<file path="src/ate_pkg.sv">
// Package for the array table engine: action and status codes, widths and the sequencer states.
// It has no dependencies. The top level array_table_engine imports it.
`default_nettype none
package ate_pkg;

    localparam int VAL_W = 32;
    localparam int IDX_W = 6;
    localparam int CNT_W = 7;

    typedef enum logic [3:0] {
        ACT_CLEAR  = 4'd0,
        ACT_APPEND = 4'd1,
        ACT_LIST   = 4'd2,
        ACT_MAX    = 4'd3,
        ACT_PRIMES = 4'd4,
        ACT_INSERT = 4'd5,
        ACT_DELETE = 4'd6,
        ACT_SORT   = 4'd7,
        ACT_SEARCH = 4'd8
    } action_t;

    typedef enum logic [1:0] {
        ST_OK    = 2'd0,
        ST_BAD   = 2'd1,
        ST_NONE  = 2'd2,
        ST_EMPTY = 2'd3
    } status_t;

    typedef enum logic [4:0] {
        S_IDLE,
        S_DISPATCH,
        S_EMIT,
        S_INS_RD,
        S_INS_WR,
        S_LIST_RD,
        S_LIST_GET,
        S_MAX_RD,
        S_MAX_CMP,
        S_PR_RD,
        S_PR_LOAD,
        S_PR_CHK,
        S_PR_DIV,
        S_PR_DCHK,
        S_PR_NEXT,
        S_DEL_RD,
        S_DEL_GET,
        S_DEL_RD2,
        S_DEL_WR,
        S_SO_KEY,
        S_SO_KEYGET,
        S_SO_CMP_RD,
        S_SO_CMP,
        S_SE_RD,
        S_SE_CMP
    } state_t;

endpackage
`default_nettype wire

</file>
<file path="src/array_table_engine.sv">
// Top level of the array table engine: an ordered table of signed values with a small sequencer.
// It depends on ate_pkg and holds the table memory, the subtract unit of the prime test and the
// output register.
//
//   Channel   Direction  Beat contents
//   s_axis    in         tdata: data_value, position; tuser: action
//   m_axis    out        tdata: result_value, result_index; tuser: status; tlast: last_result
//
// One item is taken at a time; s_axis_tready is high only while the sequencer is idle.
// Append, insert and delete shift entries one at a time, max, search and list walk the table once,
// and sort is an insertion sort that moves each key down entry by entry.
// Each trial divisor of the prime test goes through the bit-serial remainder unit.
// A stalled m_axis holds the sequencer at its next result. Reset empties the table at once.
`default_nettype none
module array_table_engine #(
    parameter int CAPACITY = 64
) (
    input  wire logic        clk,
    input  wire logic        rst_n,
    input  wire logic        s_axis_tvalid,
    output logic             s_axis_tready,
    input  wire logic [39:0] s_axis_tdata,  // data_value[31:0], position[39:32]
    input  wire logic [3:0]  s_axis_tuser,  // action[3:0]
    output logic             m_axis_tvalid,
    input  wire logic        m_axis_tready,
    output logic [39:0]      m_axis_tdata,  // result_value[31:0], result_index[37:32], zeros
    output logic [1:0]       m_axis_tuser,  // status[1:0]
    output logic             m_axis_tlast   // last_result
);
    import ate_pkg::*;

    localparam logic [CNT_W-1:0] CAP = CNT_W'(CAPACITY);

    logic signed [VAL_W-1:0] mem [CAPACITY];
    logic signed [VAL_W-1:0] rdata_reg;
    logic [IDX_W-1:0]        rd_addr;
    logic                    we;
    logic [IDX_W-1:0]        waddr;
    logic signed [VAL_W-1:0] wdata;

    state_t state_reg, state_next, ret_reg, ret_next;
    logic [3:0]              act_reg, act_next;
    logic signed [VAL_W-1:0] val_reg, val_next;
    logic [7:0]              pos_reg, pos_next;
    logic [CNT_W-1:0]        cnt_reg, cnt_next;
    logic [CNT_W-1:0]        i_reg, i_next;
    logic [IDX_W-1:0]        j_reg, j_next;
    logic signed [VAL_W-1:0] wv_reg, wv_next;
    logic signed [VAL_W-1:0] hv_reg, hv_next;
    logic [IDX_W-1:0]        hi_reg, hi_next;
    logic                    have_reg, have_next;
    logic [16:0]             d_reg, d_next;
    logic [32:0]             dsq_reg, dsq_next;
    logic [VAL_W-1:0]        rem_reg, rem_next;
    logic [VAL_W-1:0]        dvd_reg, dvd_next;
    logic [5:0]              bit_reg, bit_next;
    logic signed [VAL_W-1:0] pv_reg, pv_next;
    logic [IDX_W-1:0]        pi_reg, pi_next;
    logic [1:0]              ps_reg, ps_next;
    logic                    pl_reg, pl_next;
    logic                    ov_reg, ov_next;
    logic signed [VAL_W-1:0] ovl_reg, ovl_next;
    logic [IDX_W-1:0]        oix_reg, oix_next;
    logic [1:0]              ost_reg, ost_next;
    logic                    olast_reg, olast_next;

    logic             out_free;
    logic             i_last;
    logic [VAL_W:0]   rem_sh;
    logic [VAL_W:0]   rem_sub;

    assign out_free      = !ov_reg || m_axis_tready;
    assign i_last        = (i_reg + CNT_W'(1)) == cnt_reg;
    assign rem_sh        = {rem_reg, dvd_reg[VAL_W-1]};
    assign rem_sub       = rem_sh - {16'd0, d_reg};
    assign s_axis_tready = (state_reg == S_IDLE);
    assign m_axis_tvalid = ov_reg;
    assign m_axis_tdata  = {2'b00, oix_reg, ovl_reg};
    assign m_axis_tuser  = ost_reg;
    assign m_axis_tlast  = olast_reg;

    always_ff @(posedge clk)
    begin
        if (we)
        begin
            mem[waddr] <= wdata;
        end
        rdata_reg <= mem[rd_addr];
    end

    always_ff @(posedge clk or negedge rst_n)
    begin
        if (!rst_n)
        begin
            state_reg <= S_IDLE;
            ret_reg   <= S_IDLE;
            cnt_reg   <= '0;
            ov_reg    <= 1'b0;
        end
        else
        begin
            state_reg <= state_next;
            ret_reg   <= ret_next;
            cnt_reg   <= cnt_next;
            ov_reg    <= ov_next;
        end
    end

    always_ff @(posedge clk)
    begin
        act_reg   <= act_next;
        val_reg   <= val_next;
        pos_reg   <= pos_next;
        i_reg     <= i_next;
        j_reg     <= j_next;
        wv_reg    <= wv_next;
        hv_reg    <= hv_next;
        hi_reg    <= hi_next;
        have_reg  <= have_next;
        d_reg     <= d_next;
        dsq_reg   <= dsq_next;
        rem_reg   <= rem_next;
        dvd_reg   <= dvd_next;
        bit_reg   <= bit_next;
        pv_reg    <= pv_next;
        pi_reg    <= pi_next;
        ps_reg    <= ps_next;
        pl_reg    <= pl_next;
        ovl_reg   <= ovl_next;
        oix_reg   <= oix_next;
        ost_reg   <= ost_next;
        olast_reg <= olast_next;
    end

    always_comb
    begin
        state_next = state_reg;
        ret_next   = ret_reg;
        act_next   = act_reg;
        val_next   = val_reg;
        pos_next   = pos_reg;
        cnt_next   = cnt_reg;
        i_next     = i_reg;
        j_next     = j_reg;
        wv_next    = wv_reg;
        hv_next    = hv_reg;
        hi_next    = hi_reg;
        have_next  = have_reg;
        d_next     = d_reg;
        dsq_next   = dsq_reg;
        rem_next   = rem_reg;
        dvd_next   = dvd_reg;
        bit_next   = bit_reg;
        pv_next    = pv_reg;
        pi_next    = pi_reg;
        ps_next    = ps_reg;
        pl_next    = pl_reg;
        ov_next    = ov_reg && !m_axis_tready;
        ovl_next   = ovl_reg;
        oix_next   = oix_reg;
        ost_next   = ost_reg;
        olast_next = olast_reg;
        rd_addr    = i_reg[IDX_W-1:0];
        we         = 1'b0;
        waddr      = i_reg[IDX_W-1:0];
        wdata      = rdata_reg;

        unique case (state_reg)
            S_IDLE:
            begin
                if (s_axis_tvalid)
                begin
                    act_next   = s_axis_tuser;
                    val_next   = s_axis_tdata[31:0];
                    pos_next   = s_axis_tdata[39:32];
                    state_next = S_DISPATCH;
                end
            end
            S_DISPATCH:
            begin
                pv_next    = '0;
                pi_next    = '0;
                ps_next    = ST_OK;
                pl_next    = 1'b1;
                ret_next   = S_IDLE;
                state_next = S_EMIT;
                i_next     = '0;
                have_next  = 1'b0;
                if (act_reg > ACT_SEARCH)
                begin
                    state_next = S_IDLE;
                end
                else if (act_reg == ACT_CLEAR)
                begin
                    cnt_next = '0;
                end
                else if (act_reg == ACT_APPEND || act_reg == ACT_INSERT)
                begin
                    if (act_reg == ACT_APPEND)
                    begin
                        pos_next = {1'b0, cnt_reg};
                    end
                    if (cnt_reg >= CAP ||
                        (act_reg == ACT_INSERT && pos_reg > {1'b0, cnt_reg}))
                    begin
                        ps_next = ST_BAD;
                    end
                    else
                    begin
                        i_next     = cnt_reg;
                        state_next = S_INS_RD;
                    end
                end
                else if (cnt_reg == '0)
                begin
                    ps_next = ST_EMPTY;
                end
                else
                begin
                    unique case (act_reg)
                        ACT_LIST:   state_next = S_LIST_RD;
                        ACT_MAX:    state_next = S_MAX_RD;
                        ACT_PRIMES: state_next = S_PR_RD;
                        ACT_DELETE:
                        begin
                            if (pos_reg >= {1'b0, cnt_reg})
                            begin
                                ps_next = ST_BAD;
                            end
                            else
                            begin
                                i_next     = pos_reg[CNT_W-1:0];
                                state_next = S_DEL_RD;
                            end
                        end
                        ACT_SORT:
                        begin
                            i_next     = CNT_W'(1);
                            state_next = S_SO_KEY;
                        end
                        default:    state_next = S_SE_RD;
                    endcase
                end
            end
            S_EMIT:
            begin
                if (out_free)
                begin
                    ov_next    = 1'b1;
                    ovl_next   = pv_reg;
                    oix_next   = pi_reg;
                    ost_next   = ps_reg;
                    olast_next = pl_reg;
                    state_next = ret_reg;
                end
            end
            S_INS_RD:
            begin
                rd_addr = i_reg[IDX_W-1:0] - IDX_W'(1);
                if (i_reg > {1'b0, pos_reg[CNT_W-2:0]} || pos_reg[7:CNT_W-1] != '0)
                begin
                    state_next = S_INS_WR;
                end
                else
                begin
                    we         = 1'b1;
                    waddr      = pos_reg[IDX_W-1:0];
                    wdata      = val_reg;
                    cnt_next   = cnt_reg + CNT_W'(1);
                    pv_next    = val_reg;
                    pi_next    = pos_reg[IDX_W-1:0];
                    ps_next    = ST_OK;
                    pl_next    = 1'b1;
                    ret_next   = S_IDLE;
                    state_next = S_EMIT;
                end
            end
            S_INS_WR:
            begin
                we         = 1'b1;
                i_next     = i_reg - CNT_W'(1);
                state_next = S_INS_RD;
            end
            S_LIST_RD:
            begin
                state_next = S_LIST_GET;
            end
            S_LIST_GET:
            begin
                pv_next    = rdata_reg;
                pi_next    = i_reg[IDX_W-1:0];
                ps_next    = ST_OK;
                pl_next    = i_last;
                i_next     = i_reg + CNT_W'(1);
                ret_next   = i_last ? S_IDLE : S_LIST_RD;
                state_next = S_EMIT;
            end
            S_MAX_RD:
            begin
                state_next = S_MAX_CMP;
            end
            S_MAX_CMP:
            begin
                if (i_reg == '0 || rdata_reg > wv_reg)
                begin
                    wv_next = rdata_reg;
                    hi_next = i_reg[IDX_W-1:0];
                end
                if (i_last)
                begin
                    pv_next    = (i_reg == '0 || rdata_reg > wv_reg) ? rdata_reg : wv_reg;
                    pi_next    = (i_reg == '0 || rdata_reg > wv_reg) ? i_reg[IDX_W-1:0]
                                                                    : hi_reg;
                    ps_next    = ST_OK;
                    pl_next    = 1'b1;
                    ret_next   = S_IDLE;
                    state_next = S_EMIT;
                end
                else
                begin
                    i_next     = i_reg + CNT_W'(1);
                    state_next = S_MAX_RD;
                end
            end
            S_PR_RD:
            begin
                state_next = S_PR_LOAD;
            end
            S_PR_LOAD:
            begin
                wv_next  = rdata_reg;
                d_next   = 17'd2;
                dsq_next = 33'd4;
                if (rdata_reg <= 32'sd1)
                begin
                    state_next = S_PR_NEXT;
                end
                else
                begin
                    state_next = S_PR_CHK;
                end
            end
            S_PR_CHK:
            begin
                if (dsq_reg > {1'b0, wv_reg})
                begin
                    hv_next   = wv_reg;
                    hi_next   = i_reg[IDX_W-1:0];
                    have_next = 1'b1;
                    if (have_reg)
                    begin
                        pv_next    = hv_reg;
                        pi_next    = hi_reg;
                        ps_next    = ST_OK;
                        pl_next    = 1'b0;
                        ret_next   = S_PR_NEXT;
                        state_next = S_EMIT;
                    end
                    else
                    begin
                        state_next = S_PR_NEXT;
                    end
                end
                else
                begin
                    rem_next   = '0;
                    dvd_next   = wv_reg;
                    bit_next   = 6'd32;
                    state_next = S_PR_DIV;
                end
            end
            S_PR_DIV:
            begin
                dvd_next = {dvd_reg[VAL_W-2:0], 1'b0};
                rem_next = rem_sub[VAL_W] ? rem_sh[VAL_W-1:0] : rem_sub[VAL_W-1:0];
                bit_next = bit_reg - 6'd1;
                if (bit_reg == 6'd1)
                begin
                    state_next = S_PR_DCHK;
                end
            end
            S_PR_DCHK:
            begin
                if (rem_reg == '0)
                begin
                    state_next = S_PR_NEXT;
                end
                else
                begin
                    d_next     = d_reg + 17'd1;
                    dsq_next   = dsq_reg + {15'd0, d_reg, 1'b1};
                    state_next = S_PR_CHK;
                end
            end
            S_PR_NEXT:
            begin
                if (i_last)
                begin
                    pv_next    = have_reg ? hv_reg : '0;
                    pi_next    = have_reg ? hi_reg : '0;
                    ps_next    = have_reg ? ST_OK : ST_NONE;
                    pl_next    = 1'b1;
                    ret_next   = S_IDLE;
                    state_next = S_EMIT;
                end
                else
                begin
                    i_next     = i_reg + CNT_W'(1);
                    state_next = S_PR_RD;
                end
            end
            S_DEL_RD:
            begin
                state_next = S_DEL_GET;
            end
            S_DEL_GET:
            begin
                hv_next    = rdata_reg;
                state_next = S_DEL_RD2;
            end
            S_DEL_RD2:
            begin
                rd_addr = i_reg[IDX_W-1:0] + IDX_W'(1);
                if (!i_last)
                begin
                    state_next = S_DEL_WR;
                end
                else
                begin
                    cnt_next   = cnt_reg - CNT_W'(1);
                    pv_next    = hv_reg;
                    pi_next    = pos_reg[IDX_W-1:0];
                    ps_next    = ST_OK;
                    pl_next    = 1'b1;
                    ret_next   = S_IDLE;
                    state_next = S_EMIT;
                end
            end
            S_DEL_WR:
            begin
                we         = 1'b1;
                i_next     = i_reg + CNT_W'(1);
                state_next = S_DEL_RD2;
            end
            S_SO_KEY:
            begin
                if (i_reg >= cnt_reg)
                begin
                    pv_next    = '0;
                    pi_next    = '0;
                    ps_next    = ST_OK;
                    pl_next    = 1'b1;
                    ret_next   = S_IDLE;
                    state_next = S_EMIT;
                end
                else
                begin
                    state_next = S_SO_KEYGET;
                end
            end
            S_SO_KEYGET:
            begin
                wv_next    = rdata_reg;
                j_next     = i_reg[IDX_W-1:0];
                state_next = S_SO_CMP_RD;
            end
            S_SO_CMP_RD:
            begin
                rd_addr = j_reg - IDX_W'(1);
                if (j_reg != '0)
                begin
                    state_next = S_SO_CMP;
                end
                else
                begin
                    we         = 1'b1;
                    waddr      = '0;
                    wdata      = wv_reg;
                    i_next     = i_reg + CNT_W'(1);
                    state_next = S_SO_KEY;
                end
            end
            S_SO_CMP:
            begin
                we    = 1'b1;
                waddr = j_reg;
                if (rdata_reg > wv_reg)
                begin
                    j_next     = j_reg - IDX_W'(1);
                    state_next = S_SO_CMP_RD;
                end
                else
                begin
                    wdata      = wv_reg;
                    i_next     = i_reg + CNT_W'(1);
                    state_next = S_SO_KEY;
                end
            end
            S_SE_RD:
            begin
                state_next = S_SE_CMP;
            end
            S_SE_CMP:
            begin
                if (rdata_reg == val_reg)
                begin
                    pv_next    = val_reg;
                    pi_next    = i_reg[IDX_W-1:0];
                    ps_next    = ST_OK;
                    pl_next    = 1'b1;
                    ret_next   = S_IDLE;
                    state_next = S_EMIT;
                end
                else if (i_last)
                begin
                    pv_next    = '0;
                    pi_next    = '0;
                    ps_next    = ST_NONE;
                    pl_next    = 1'b1;
                    ret_next   = S_IDLE;
                    state_next = S_EMIT;
                end
                else
                begin
                    i_next     = i_reg + CNT_W'(1);
                    state_next = S_SE_RD;
                end
            end
            default:
            begin
                state_next = S_IDLE;
            end
        endcase
    end

endmodule
`default_nettype wire

</file>
<file path="config.mk">
export PLATFORM = sky130hd
export DESIGN_NAME = array_table_engine
export DESIGN_NICKNAME = d
export VERILOG_FILES = /design/src/ate_pkg.sv /design/src/array_table_engine.sv
export SDC_FILE = /design/constraint.sdc
export NUM_CORES = 2
export LEC_CHECK = 0
export CORE_MARGIN = 2
export CORE_UTILIZATION = 30
export CTS_CLUSTER_DIAMETER = 40
export CTS_CLUSTER_SIZE = 8
export DETAILED_ROUTE_END_ITERATION = 6
export DONT_BUFFER_PORTS = 1
export SYNTH_ARGS = -nofsm -noshare
export SYNTH_HDL_FRONTEND = slang
export SYNTH_SLANG_ARGS = --single-unit
</file>
<file path="constraint.sdc">
create_clock -name clk -period 9.2 [get_ports clk]
set_input_delay 0.46 -clock clk [delete_from_list [all_inputs] [get_ports clk]]
set_output_delay 0.46 -clock clk [all_outputs]
set_load 0.05 [all_outputs]
</file>
# After elaboration in Yosys (flattened, before gate mapping)
# Memories as Yosys holds them, arrays and structs flattened. A register that Yosys moved wholly into a read port is not among the register bits.
# Index checks and enable logic that the tools add are counted.
word_totals:
  register_bits: 348
  mem_bits_rw: 2048
  input_bits: 48
  out_inout_bits: 45
  wordCells: 293
  memories: 1
classes:
  addsub: 11
  magnitude_cmp: 9
  eq_ne: 57
  mux: 138
  n_reduce_logical: 51
mem_list:
  columns: ["memory", "words", "word_bits", "rd", "rd_ports_with_merged_regs", "wr", "line", "text"]
  rows:
  - ["mem", 64, 32, 1, 1, 1, "array_table_engine.sv:34", "logic signed [VAL_W-1:0] mem [CAPACITY];"]
ops:
  columns: ["cell", "n"]
  rows:
  - ["32-bit two-way mux", 18]
  - ["32-bit one-hot mux with 9 select lines", 1]
  - ["32-bit one-hot mux with 2 select lines", 4]
  - ["5-bit one-hot mux with 24 select lines", 1]
  - ["7-bit two-way mux", 14]
  - ["6-bit two-way mux", 16]
  - ["32-bit one-hot mux with 3 select lines", 1]
  - ["5-bit two-way mux", 18]
  - ["33-bit one-hot mux with 2 select lines", 1]
  - ["6-bit one-hot mux with 9 select lines", 1]
  - ["7-bit one-hot mux with 7 select lines", 1]
  - ["5-bit == test (second input constant)", 9]
  - ["2-bit inequality test (second input constant)", 21]
  - ["5-bit by 4-bit == test with 1-bit output (second input constant)", 8]
  - ["8-bit two-way mux", 5]
  - ["6-bit one-hot mux with 2 select lines", 3]
  - ["6-bit one-hot mux with 3 select lines", 2]
  - ["5-bit one-hot mux with 7 select lines", 1]
  - ["17-bit one-hot mux with 2 select lines", 1]
  - ["33-bit by 18-bit adder with 33-bit output", 1]
  - ["33-bit by 32-bit > comparator with 1-bit output", 1]
  - ["33-bit two-way mux", 1]
  - ["33-bit by 17-bit subtractor with 33-bit output", 1]
  - ["32-bit == test", 1]
  - ["other kinds (58)", 135]

# Depth between registers and ports, before layout
depth:
  depth_word: 8
  depth_mapped: 18
  mapped_depth_nobuf: 13

# Least setup slack after synthesis
# No wires, ideal clock.
synth_timing:
  path_type: "reg-to-reg"
  from: "reg wv_reg[26]"
  to: "reg bit_reg[0] (enable)"
  setup_ns: 0.595
  arrival_ns: 6.764
  setup_slack_ns: 1.841
  stages_incl_launch_ff: 10
  cell_sequence: "edfxtp_1 -> inv_1 -> ha_1 -> a21o_1 -> a21o_1 -> a21o_1 -> a211oi_1 -> a2bb2oi_1 -> a21boi_0 -> o21ai_0"
synth_via:
  elab_chain_cells: 3
synth_rtl:
  columns: ["item", "line", "text"]
  rows:
  - ["start: declaration", "array_table_engine.sv:48", "logic signed [VAL_W-1:0] wv_reg, wv_next;"]
  - ["start signal: assignment", "array_table_engine.sv:116", "wv_reg <= wv_next;"]
  - ["33-bit by 32-bit > comparator with 1-bit output", "array_table_engine.sv:345", "if (dsq_reg > {1'b0, wv_reg})"]
  - ["2-bit inequality test (no line)", null, null]
  - ["2-bit AND reduction (no line)", null, null]
  - ["end signal: assignment", "array_table_engine.sv:124", "bit_reg <= bit_next;"]
  - ["end: declaration", "array_table_engine.sv:56", "logic [5:0] bit_reg, bit_next;"]
# No other way between the ends.
# A chain may end at the register's enable or synchronous reset.

# Worst setup path after layout
layout_timing:
  from: "reg state_reg[0]"
  to: "reg rdata_reg[26] (read register of mem)"
layout_via:
  elab_chain_cells: 2
  elab_cells_between_ends: 4
  cone_classes: "eq/ne: 3; mux: 1"
layout_rtl:
  columns: ["item", "line", "text"]
  rows:
  - ["start: declaration", "array_table_engine.sv:41", "state_t state_reg, state_next, ret_reg, ret_next;"]
  - ["start signal: assignment", "array_table_engine.sv:102", "state_reg <= state_next;"]
  - ["5-bit == test / 5-bit by 2-bit == test with 1-bit output (equally long branches)", "array_table_engine.sv:168", "unique case (state_reg)"]
  - ["6-bit one-hot mux with 3 select lines (*)", "array_table_engine.sv:168", null]
  - ["end: declaration", "array_table_engine.sv:35", "logic signed [VAL_W-1:0] rdata_reg;"]
# Every way passes the cells marked *; elsewhere a longest branch is shown, timed or not.

==> reports/qor.csv <==
metric,value,unit
RSZ-0062 raised after global routing,false,
outcome,"complete, but fails checks",
FP Rows,213,
Chip Height,585,um
Chip Width,585,um
slowest stage cell on the critical path,a311oi_1,
Die ar.,343000,sq um
Area Overhead vs Synth,18.1,%
root buffer cell,clkbuf_16,
clock latency on the worst-skew pair,0.97,ns
Mapped Cells,7501,
Final setup viols,0,
main flop type after synthesis,edfxtp_1,
WL/cell,24.8,um
CP Capture Type,flip-flop,
"Reg clk slew, reported paths",0.05,ns
Placed Cells,11739,
initial antenna violation count,26,
Fin Setup TNS,0,ns
WHS,0.158,ns
Worst Clk Skew,0.0864,ns
final core occ,35.6,%
"Req. time, crit path",9.94,ns
area share of the largest cell type after synthesis,70.4,%
"commonest non-fill, non-tap cells in the layout","edfxtp_1, nand2_1, a21oi_1, clkbuf_16, a32oi_1",
H-tree levels,5,
max reg flops,2048,
max-slew violations,2,
Layout Cells excl Fill,12442,
post-layout total power,46.7,mW
Num CTS Buffers,401,
failing checks,"capacitance limit, slew limit",
combined area of the multi-input logic cells,27100,sq um
largest net degree at the start of global routing,164,
setup bufs post-CTS,0,
peak supply drop,492,uV
Sequential Power Share,32.8,%
PortBufs,0,
crit-path cells,nor2b_1 > nand3_2 > inv_1 > fa_1 > o32a_1 > and2_4 > buf_12 > nor2_2 > buf_4 > a32o_1 > a31oi_1 > a311oi_1 > a211oi_1,
final cycle utilization of the critical path,71.7,%
initial drt markers,8861,
sw frac,40.3,%
"Worst Path Class, Setup",reg -> reg,
crit path time final,6.60,ns
filler cell count,31805,
Clk network pwr share,28.6,%
number of global-route vias before repair,65001,
share of cells above drive strength 1,11.9,%
Rel. slew slack,-3.19,%
register area,72500,sq um
CTS sink cnt,2428,
CP arrival,7.34,ns
final WL,308000,um
nets@finish,7860,
Pwr Density,390,nW/um^2
total core area,337000,sq um
Overall Global Routing Usage,17.4,%
worst-path maximum fanout,91,
static leakage,39.8,nW
Worst-Margin Slew,1.54,ns
Ports,93,
first-pass GRT wire length,444000,um
ranking of synthesized cells by area,"edfxtp_1, nand2_1, a32oi_1",
post-DP HPWL,174000,um
TritonCTS clock tree,yes,
sequential area share after synthesis,71.5,%
#FFs+latches synth,2428,
Hold Path Class,in -> reg,
Via Count,67573,
FMAX,152,MHz
Yosys top cell by area,edfxtp_1,
"leading cell type in the layout, fill and taps excluded",edfxtp_1,
clock buffer depth,4,
Final Hold Fails,0,
Logic pwr share,38.6,%
crit path launch type,flip-flop,
vias per inst,5.43,
Ys Warns,0,
ANT nets after route,0,
internal power,27.8,mW
"slowest stage delay, CP",1.24,ns
starting density of the core,30.1,%
max-cap violation count,1,
routability cong.,0.900,
DRC viols,0,
Unique masters post-synth,88,
Post-synth EDFFs,2378,
"Avg Cell Area, Syn",13.5,sq um
first-pass detailed-route iteration total,6,
mapped cell area,101000,sq um
net switching power,18.8,mW
Async SR Flop Fraction,0.741,%
total congestion overflow,0,
power groups by stage:
stage / combinational [mW] / sequential, mW / clock, mW
detailed placement: 17.6 / 15.5 / 0
global route: 19.0 / 15.3 / 14.0
global placement: 17.2 / 15.5 / 0
CTS: 17.6 / 15.3 / 13.5
finish: 18.0 / 15.3 / 13.4
floorplan: 10.8 / 15.1 / 0
critical path, delay by kind of cell, from the launching register on:
kind | cells | cell delay [ns]
flip-flops | 1 | 0.93
AO/OA/AOI/OAI | 5 | 2.13
AND/OR/NAND/NOR | 4 | 1.49
buffers and inverters | 3 | 1.22
adder cells (fa/ha/maj) | 1 | 0.50
synthesized netlist by cell type (18+ instances only):
master,count
o21ai_0,111
nor2b_1,56
or3_1,37
xor2_1,69
a211oi_1,22
a221oi_1,54
dfrtp_1,18
o311ai_0,32
a32o_1,130
nand4_1,33
ha_1,134
a21oi_1,584
nor2_1,268
a31oi_1,41
nand2_1,1669
o22ai_1,103
nor4_1,25
a221o_1,41
a32oi_1,357
inv_1,93
dfxtp_1,32
buf_2,132
a222oi_1,37
edfxtp_1,2378
nor3_1,32
nand3_1,129
buf_1,54
mux2_2,73
a21o_1,37
a22oi_1,120
clkbuf_1,274
mux2i_1,50
xnor2_1,49
metrics by stage:
| step | area [sq um] | setup WS [ns] |
|---|---|---|
| final | 120000 | 2.60 |
| after global routing | 120000 | 2.48 |
| after CTS | 120000 | 2.82 |
| after detailed placement | 107000 | 2.85 |
| after global placement | 107000 | 3.04 |
| after floorplan | 101000 | 1.84 |
layout make-up:
| cell class | count | area share [%] |
|---|---|---|
| diodes | 34 | 0.0711 |
| flip-flops and latches | 2428 | 60.6 |
| multi-input cells | 4492 | 22.7 |
| well taps | 4515 | 4.72 |
| repair buffers | 257 | 1.86 |
| clock inverters | 103 | 0.873 |
| clock buffers | 519 | 8.96 |
| inverters | 94 | 0.295 |
path summary, 6_finish.rpt:
kind | startpoint | endpoint | slack (ns) | depth (start not counted)
max | state_reg[0]$_DFFE_PN0P_ | rdata_reg[26]$_DFF_P_ | 2.60 | 13
min | s_axis_tdata[28] | val_reg[28]$_DFFE_PP_ | 0.16 | 1
max reg2reg | state_reg[0]$_DFFE_PN0P_ | rdata_reg[26]$_DFF_P_ | 2.60 | 13
min reg2reg | pv_reg[30]$_DFFE_PP_ | ovl_reg[30]$_DFFE_PP_ | 0.41 | 0
max in group asynchronous | rst_n | cnt_reg[4]$_DFFE_PN0P_ | 8.33 | 1
min in group asynchronous | rst_n | ret_reg[0]$_DFFE_PN0P_ | 0.18 | 1
routing by layer:
| layer | global-route usage [%] | share of wire, % | routed length [um] |
|---|---|---|---|
| met3 | 3.57 | 9.7 | 30000 |
| met2 | 27.7 | 46 | 142000 |
| met1 | 23.0 | 40 | 123000 |
| met4 | 7.64 | 4.3 | 13100 |
| met5 | 0 | 0.036 | 110 |
what timing repair did:
action | in CTS | in global routing
endpoints found under the hold margin | 65 | 0
gates resized for setup | 0 | 0
setup endpoints to repair | 0 | 0
hold buffers | 47 | 0
cells by family after synthesis:
group                      share of synthesized area [%]
and+or+nand+nor                                     9.62
DFF                                                 71.5
buffers and inverters                               2.47
adders and majority gates                           1.73
AOI/OAI and AO/OA                                   12.3
muxes                                               1.39
other                                            0.00370
xor gates and xnor gates                            1.02
Power figures use the tool's default switching activity.
